==> config.mk <==
export PLATFORM = sky130hd
export DESIGN_NAME = cpuid_topology_rewrite
export DESIGN_NICKNAME = d
export VERILOG_FILES = /design/src/design/cputopo_pkg.sv /design/src/design/cpuid_topology_rewrite.sv /design/src/design/cputopo_cfg.sv /design/src/design/cputopo_rewrite.sv
export SDC_FILE = /design/constraint.sdc
export NUM_CORES = 1
export LEC_CHECK = 0
export BUFFER_PORTS_ARGS = -buffer_cell sky130_fd_sc_hd__buf_4
export CORE_ASPECT_RATIO = 0.6
export CORE_MARGIN = 5
export CORE_UTILIZATION = 50
export DETAILED_ROUTE_END_ITERATION = 10
export GPL_TIMING_DRIVEN = 0
export HOLD_SLACK_MARGIN = 0.06
export PLACE_DENSITY = 0.74
export SYNTH_ARGS = -nofsm -noshare
export SYNTH_HDL_FRONTEND = slang
export SYNTH_SLANG_ARGS = --single-unit
==> constraint.sdc <==
create_clock -name clk -period 5.2 [get_ports clk]
set_clock_uncertainty 0.1 [all_clocks]
set_input_delay 1.04 -clock clk [delete_from_list [all_inputs] [get_ports clk]]
set_output_delay 1.04 -clock clk [all_outputs]
set_load 0.05 [all_outputs]
==> src/design/cputopo_pkg.sv <==
// Package for the CPUID topology rewrite block.
// Payload and topology types, leaf codes and register indexes. No dependencies.
`default_nettype none

package cputopo_pkg;

	localparam int unsigned ID_W = 8;
	localparam int unsigned CNT_W = 9;
	localparam int unsigned LG_W = 4;
	localparam int unsigned CFG_IDX_W = 1;
	localparam int unsigned CFG_DATA_W = 9;

	localparam logic [ID_W-1:0] VCPU_ID_RESET = 8'd0;
	localparam logic [CNT_W-1:0] VCPU_COUNT_RESET = 9'd1;
	localparam logic [CNT_W-1:0] MAX_CORES = 9'd256;

	localparam logic [31:0] LEAF_FEATURES = 32'h0000_0001;
	localparam logic [31:0] LEAF_EXT_TOPO = 32'h0000_000b;
	localparam logic [31:0] LEAF_V2_TOPO = 32'h0000_001f;
	localparam logic [31:0] LEAF_ADDR_SIZE = 32'h8000_0008;
	localparam logic [31:0] LEAF_CACHE_PROPS = 32'h8000_001d;
	localparam logic [31:0] LEAF_EXT_APIC = 32'h8000_001e;

	localparam logic [31:0] TOPO_SUB_SMT = 32'd0;
	localparam logic [31:0] TOPO_SUB_CORE = 32'd1;
	localparam logic [31:0] TOPO_SUB_END = 32'd2;

	localparam logic [31:0] TOPO_ECX_SMT = 32'h0000_0100;
	localparam logic [31:0] TOPO_ECX_CORE = 32'h0000_0201;
	localparam logic [31:0] TOPO_ECX_END = 32'h0000_0002;

	localparam int unsigned HTT_BIT = 28;
	localparam logic [2:0] SHARED_CACHE_LVL = 3'd3;

	typedef enum logic [CFG_IDX_W-1:0] {
		CFG_VCPU_ID = 1'b0,
		CFG_VCPU_COUNT = 1'b1
	} cfg_idx_t;

	typedef struct packed {
		logic [31:0] leaf;
		logic [31:0] subleaf;
		logic [31:0] in_eax;
		logic [31:0] in_ebx;
		logic [31:0] in_ecx;
		logic [31:0] in_edx;
	} query_t;

	typedef struct packed {
		logic [31:0] out_eax;
		logic [31:0] out_ebx;
		logic [31:0] out_ecx;
		logic [31:0] out_edx;
		logic synthesized;
	} result_t;

	typedef struct packed {
		logic [ID_W-1:0] id;
		logic [CNT_W-1:0] n;
		logic [7:0] n_m1;
		logic [7:0] n_sat;
		logic [LG_W-1:0] lg;
		logic multi;
	} topo_t;

	// ceil(log2(m1 + 1)) = bit length of m1
	function automatic logic [LG_W-1:0] bit_len(input logic [7:0] m1);
		logic [LG_W-1:0] r;
		r = '0;
		for (int i = 0; i < 8; i++) begin
			if (m1[i]) begin
				r = LG_W'(i + 1);
			end
		end
		return r;
	endfunction

endpackage

`default_nettype wire

==> src/design/cpuid_topology_rewrite.sv <==
// CPUID topology rewrite, top level: input register, rewrite logic, result register.
// The start transfer is captured in the input register; the result register then drives the result_valid strobe.
// Throughput: one query per cycle; busy is never raised, the receiver cannot stall.
// Reset: arst_n clears both valid flags and restores vcpu_id = 0, vcpu_count = 1.
// Depends on cputopo_pkg, cputopo_cfg, cputopo_rewrite.
`default_nettype none

module cpuid_topology_rewrite (
	input wire logic clk,
	input wire logic arst_n,
	input wire logic start,
	output logic busy,
	input wire cputopo_pkg::query_t query,
	output logic result_valid,
	output cputopo_pkg::result_t result,
	input wire logic cfg_we,
	input wire logic [cputopo_pkg::CFG_IDX_W-1:0] cfg_index,
	input wire logic [cputopo_pkg::CFG_DATA_W-1:0] cfg_wdata
);
	import cputopo_pkg::*;

	query_t query_s1;
	logic valid_s1;
	result_t res_comb;
	result_t result_s2;
	logic valid_s2;
	topo_t topo;

	assign busy = 1'b0;

	cputopo_cfg u_cfg (
		.clk(clk),
		.arst_n(arst_n),
		.cfg_we(cfg_we),
		.cfg_index(cfg_index),
		.cfg_wdata(cfg_wdata),
		.topo(topo)
	);

	always_ff @(posedge clk or negedge arst_n) begin
		if (!arst_n) begin
			valid_s1 <= 1'b0;
			valid_s2 <= 1'b0;
		end else begin
			valid_s1 <= start && !busy;
			valid_s2 <= valid_s1;
		end
	end

	always_ff @(posedge clk) begin
		if (start && !busy) begin
			query_s1 <= query;
		end
		if (valid_s1) begin
			result_s2 <= res_comb;
		end
	end

	cputopo_rewrite u_rewrite (
		.q(query_s1),
		.topo(topo),
		.r(res_comb)
	);

	assign result_valid = valid_s2;
	assign result = result_s2;

endmodule

`default_nettype wire

==> src/design/cputopo_cfg.sv <==
// Configuration registers and derived topology values.
// Depends on cputopo_pkg.
`default_nettype none

module cputopo_cfg (
	input wire logic clk,
	input wire logic arst_n,
	input wire logic cfg_we,
	input wire logic [cputopo_pkg::CFG_IDX_W-1:0] cfg_index,
	input wire logic [cputopo_pkg::CFG_DATA_W-1:0] cfg_wdata,
	output cputopo_pkg::topo_t topo
);
	import cputopo_pkg::*;

	logic [ID_W-1:0] vcpu_id_q;
	logic [CNT_W-1:0] vcpu_count_q;
	logic [CNT_W-1:0] n;
	logic [CNT_W-1:0] n_m1;

	always_ff @(posedge clk or negedge arst_n) begin
		if (!arst_n) begin
			vcpu_id_q <= VCPU_ID_RESET;
			vcpu_count_q <= VCPU_COUNT_RESET;
		end else if (cfg_we) begin
			case (cfg_idx_t'(cfg_index))
				CFG_VCPU_ID: vcpu_id_q <= cfg_wdata[ID_W-1:0];
				CFG_VCPU_COUNT: vcpu_count_q <= cfg_wdata[CNT_W-1:0];
				default: ;
			endcase
		end
	end

	// clamp core count to 1..256
	always_comb begin
		if (vcpu_count_q == '0) begin
			n = CNT_W'(1);
		end else if (vcpu_count_q > MAX_CORES) begin
			n = MAX_CORES;
		end else begin
			n = vcpu_count_q;
		end
		n_m1 = n - CNT_W'(1);
		topo.id = vcpu_id_q;
		topo.n = n;
		topo.n_m1 = n_m1[7:0];
		topo.n_sat = n[8] ? 8'hff : n[7:0];
		topo.lg = bit_len(n_m1[7:0]);
		topo.multi = (n_m1 != '0);
	end

endmodule

`default_nettype wire

==> src/design/cputopo_rewrite.sv <==
// Combinational rewrite of one CPUID query's register values.
// Depends on cputopo_pkg.
`default_nettype none

module cputopo_rewrite (
	input wire cputopo_pkg::query_t q,
	input wire cputopo_pkg::topo_t topo,
	output cputopo_pkg::result_t r
);
	import cputopo_pkg::*;

	logic [11:0] share;

	always_comb begin
		r.out_eax = q.in_eax;
		r.out_ebx = q.in_ebx;
		r.out_ecx = q.in_ecx;
		r.out_edx = q.in_edx;
		r.synthesized = 1'b0;
		share = (q.in_eax[7:5] >= SHARED_CACHE_LVL) ? {4'd0, topo.n_m1} : 12'd0;
		case (q.leaf)
			LEAF_FEATURES: begin
				r.out_ebx = {topo.id, topo.n_sat, q.in_ebx[15:0]};
				r.out_edx[HTT_BIT] = topo.multi;
			end
			LEAF_V2_TOPO: begin
				r.out_eax = '0;
				r.out_ebx = '0;
				r.out_ecx = '0;
				r.out_edx = '0;
			end
			LEAF_ADDR_SIZE: begin
				r.out_ecx = {q.in_ecx[31:16], topo.lg, q.in_ecx[11:8], topo.n_m1};
			end
			LEAF_CACHE_PROPS: begin
				if (q.in_eax[4:0] != 5'd0) begin
					r.out_eax = {q.in_eax[31:26], share, q.in_eax[13:0]};
				end
			end
			LEAF_EXT_APIC: begin
				r.out_eax = {24'd0, topo.id};
				r.out_ebx = {24'd0, topo.id};
				r.out_ecx = '0;
			end
			LEAF_EXT_TOPO: begin
				if (q.subleaf < 32'd3) begin
					r.synthesized = 1'b1;
					r.out_edx = {24'd0, topo.id};
					case (q.subleaf)
						TOPO_SUB_SMT: begin
							r.out_eax = '0;
							r.out_ebx = 32'd1;
							r.out_ecx = TOPO_ECX_SMT;
						end
						TOPO_SUB_CORE: begin
							r.out_eax = {28'd0, topo.lg};
							r.out_ebx = {23'd0, topo.n};
							r.out_ecx = TOPO_ECX_CORE;
						end
						default: begin
							r.out_eax = '0;
							r.out_ebx = '0;
							r.out_ecx = TOPO_ECX_END;
						end
					endcase
				end
			end
			default: ;
		endcase
	end

endmodule

`default_nettype wire

==> summary.txt <==
Skew-Pair Late Insertion Delay: 0.55 ns
largest net degree at the start of global routing: 113
clock buffers created by TritonCTS: 29
worst-case clock buffer depth: 3
XOR/XNOR Fraction of Synth Area: 0.002845
number of enable-type register cells in the synthesized netlist: 321
final antenna-violating net count: 0
Max Clk Rate: 273.0 MHz
slowest stage cell on the critical path: nor4_1
final routed wirelength across all metal layers: 29790 um
routed via count: 7282
Worst Setup Start Kind: flop
Storage cell area: 0.01012 mm2
hold_buf cts: 0
final worst-path cycle share: 0.7045
number of instances in the synthesized netlist: 685
most common flop cell mapped by yosys: edfxtp_1
type of element capturing the critical path: flop
worst slew slack as a fraction of its limit: 0.4110
post-synth cell types: 59
Worst R2R Setup Slack: 1.54 ns
combined global-route utilization of all metal layers: 0.2048
end of the worst register-to-register path: result[97]
vias in the first global route: 7182
commonest non-fill, non-tap cell in the layout: buf_4
fraction of final layout cells with drive strength greater than 1: 0.3944
fin nets: 1262
Worst Reg-to-Reg Cells: 11
Final Hold Viols: 0
CP required: 5.38 ns
routed len/inst: 21.29 um
horizontal die dimension: 212.6 um
simple-gate portion of the synthesized area: 0.08708
Buf+Inv Stages, Crit Path: 2
global-route wire length before repair: 43100 um
post-synthesis sequential element count: 340
sinks on the clock net: 340
Min Hold Slack: 0.2729 ns
Leak: 6.258 nW
TritonCTS clock tree: yes
total number of placement rows: 44
cells along the critical path: clkbuf_1 -> nor4_1 -> a21oi_1 -> nor2_1 -> inv_1 -> ha_1 -> xnor2_1 -> nor2b_1 -> o21ai_0 -> a21boi_0 -> o21ai_0
top cell family by delay on the critical path: simple AND/OR/NAND/NOR gates
cell area after synthesis: 0.01231 mm2
critical path's largest stage delay: 0.56 ns
Boundary Pins: 337
layout-stage area growth over the synthesis result: 31.44%
mux cell area share after synthesis: 0.01636
Detail Placement HPWL: 21910 um
Avg Cell Area, Syn: 17.98 um2
max-cap violations: 0
clk slew on worst S/H paths: 0.07 ns
clock tree root driver cell: clkbuf_16
number of buffers added on ports: 335
highest net fanout along the worst path: 10
adder and majority gate portion of the synthesized area: 0.003048
die area: 0.02797 mm2
Power Density: 387.2 mW/mm2
layout filler cell count: 1660
RSZ-0062 raised after global routing: no
total of endpoints with negative setup slack in the final report: 0
H-tree depth reported by CTS: 1
worst vdd ir: 0.2900 mV
number of gates given a new drive strength after cts: 0
number of DRC violations after detailed routing: 0
overall die height: 131.6 um
HP Class: primary input to asynchronous set/reset pin
final estimated routing congestion in global placement: 0.8551
setup TNS: 0 ns
dominant cell type by count on the critical path: o21ai_0
Via-to-Cell Ratio: 5.205
synthesis warning total: 0
sequential cell area fraction in the yosys report: 0.8216
multi-input logic area: 0.002039 mm2
Core Footprint: 0.02422 mm2
net count after synthesis: 894
dominant combinational cell family by area after synthesis: simple AND/OR/NAND/NOR gates
post-layout minimum cycle time: 3.663 ns
reg2reg start: u_cfg.vcpu_count_q[2]
Pre-Repair DR Iteration Count: 6
post-CTS setup buffers: 0
final global-route overflow total: 0
outcome: complete, no violations
data arrival time of the critical path: 3.84 ns
antenna violations before repair: 3
transition time at the pin with the least slew margin: 0.8835 ns
commonest cells after routing, fill and taps aside: 335 x buf_4, 321 x edfxtp_1, 64 x and2_1
initial cell density of the core: 0.5083
number of pins with negative max-slew slack in the final report: 0
classification of the worst setup path: flop to flop
Async SR Flop Fraction: 0.05588
Initial DRC Count: 493
area fraction in compound gates after synthesis: 0.05599
-- synth_stat cells (all sizes together), types with 5 or more instances --
cell      n  area [um2]
and2     64       400.4
mux2     17       191.4
nor3      6       40.04
a21o      6       45.04
edfxtp  321        9639
a21oi     5       25.02
clkbuf   15       56.30
a22o     25       219.0
nor4     17       112.6
a22oi     6       45.04
buf      12       75.07
o21ai    36       183.9
or4       5       45.04
nor2     11       43.80
dfrtp    18       450.4
nand4     6       37.54
inv       7       26.28
nand2    58       217.7
-- layer usage --
layer	vias up	wire, um	global-route usage
li1	3388	-	-
met1	3531	12590	0.2898
met2	315	13390	0.3063
met3	46	3047	0.07361
met4	2	744	0.05364
met5	-	20	0
-- worst max path at each step --
stage | from | endpoint | slack [ns] | cells after the start
after floorplan | valid_s1 | result[0] | 1.69 | 0
after global placement | valid_s1 | result[109] | 0.44 | 0
after detailed placement | u_cfg.vcpu_count_q[2] | result[97] | 1.50 | 11
after CTS | u_cfg.vcpu_count_q[2] | result[97] | 1.50 | 11
after global routing | u_cfg.vcpu_count_q[2] | result[45] | 1.14 | 11
final | u_cfg.vcpu_count_q[2] | result[97] | 1.54 | 11
-- power by group --
group / switching, mW / internal [mW]
registers: 0.111 / 3.27
logic: 0.556 / 0.308
clock network: 0.935 / 1.09
-- area by class of cell --
type / instances / share of cell area
Buffer: 27 / 0.008117
Clock inverter: 18 / 0.007654
Antenna cell: 2 / 0.0003092
Inverter: 7 / 0.001623
Timing Repair Buffer: 337 / 0.1593
Multi-Input combinational cell: 311 / 0.1260
Clock buffer: 35 / 0.04685
Tap cell: 322 / 0.02489
Sequential cell: 340 / 0.6253
-- metrics by stage --
| step | instance area (um2) | cells | util | setup slack [ns] | power [mW] |
|---|---|---|---|---|---|
| finish | 16180 | 1399 | 0.6681 | 1.537 | 6.266 |
| global placement | 15230 | 1342 | 0.6288 | 0.4361 | 4.289 |
| global route | 16180 | 1399 | 0.6681 | 1.138 | 6.488 |
| floorplan | 12310 | 685 | - | 1.694 | 3.902 |
| detailed placement | 15300 | 1344 | 0.6315 | 1.504 | 4.304 |
| CTS | 16180 | 1397 | 0.6679 | 1.495 | 6.318 |
-- registers in the layout (all words and copies together), names as in the netlist --
name                cells
result                129
u_cfg.vcpu_id_q         8
u_cfg.vcpu_count_q      9
valid_s1                1
result_valid            1
query_s1              192
-- logic make-up (layout without fill, tap and decap cells) --
logic type,Yosys count,after routing
other,1,3
AND/OR/NAND/NOR,191,191
multiplexers,18,18
AO/OA/AOI/OAI,94,94
flip-flops,340,340
adder cells (fa/ha/maj),3,3
buffers and inverters,34,424
XOR/XNOR,4,4
(Power assumes the default switching activity.)
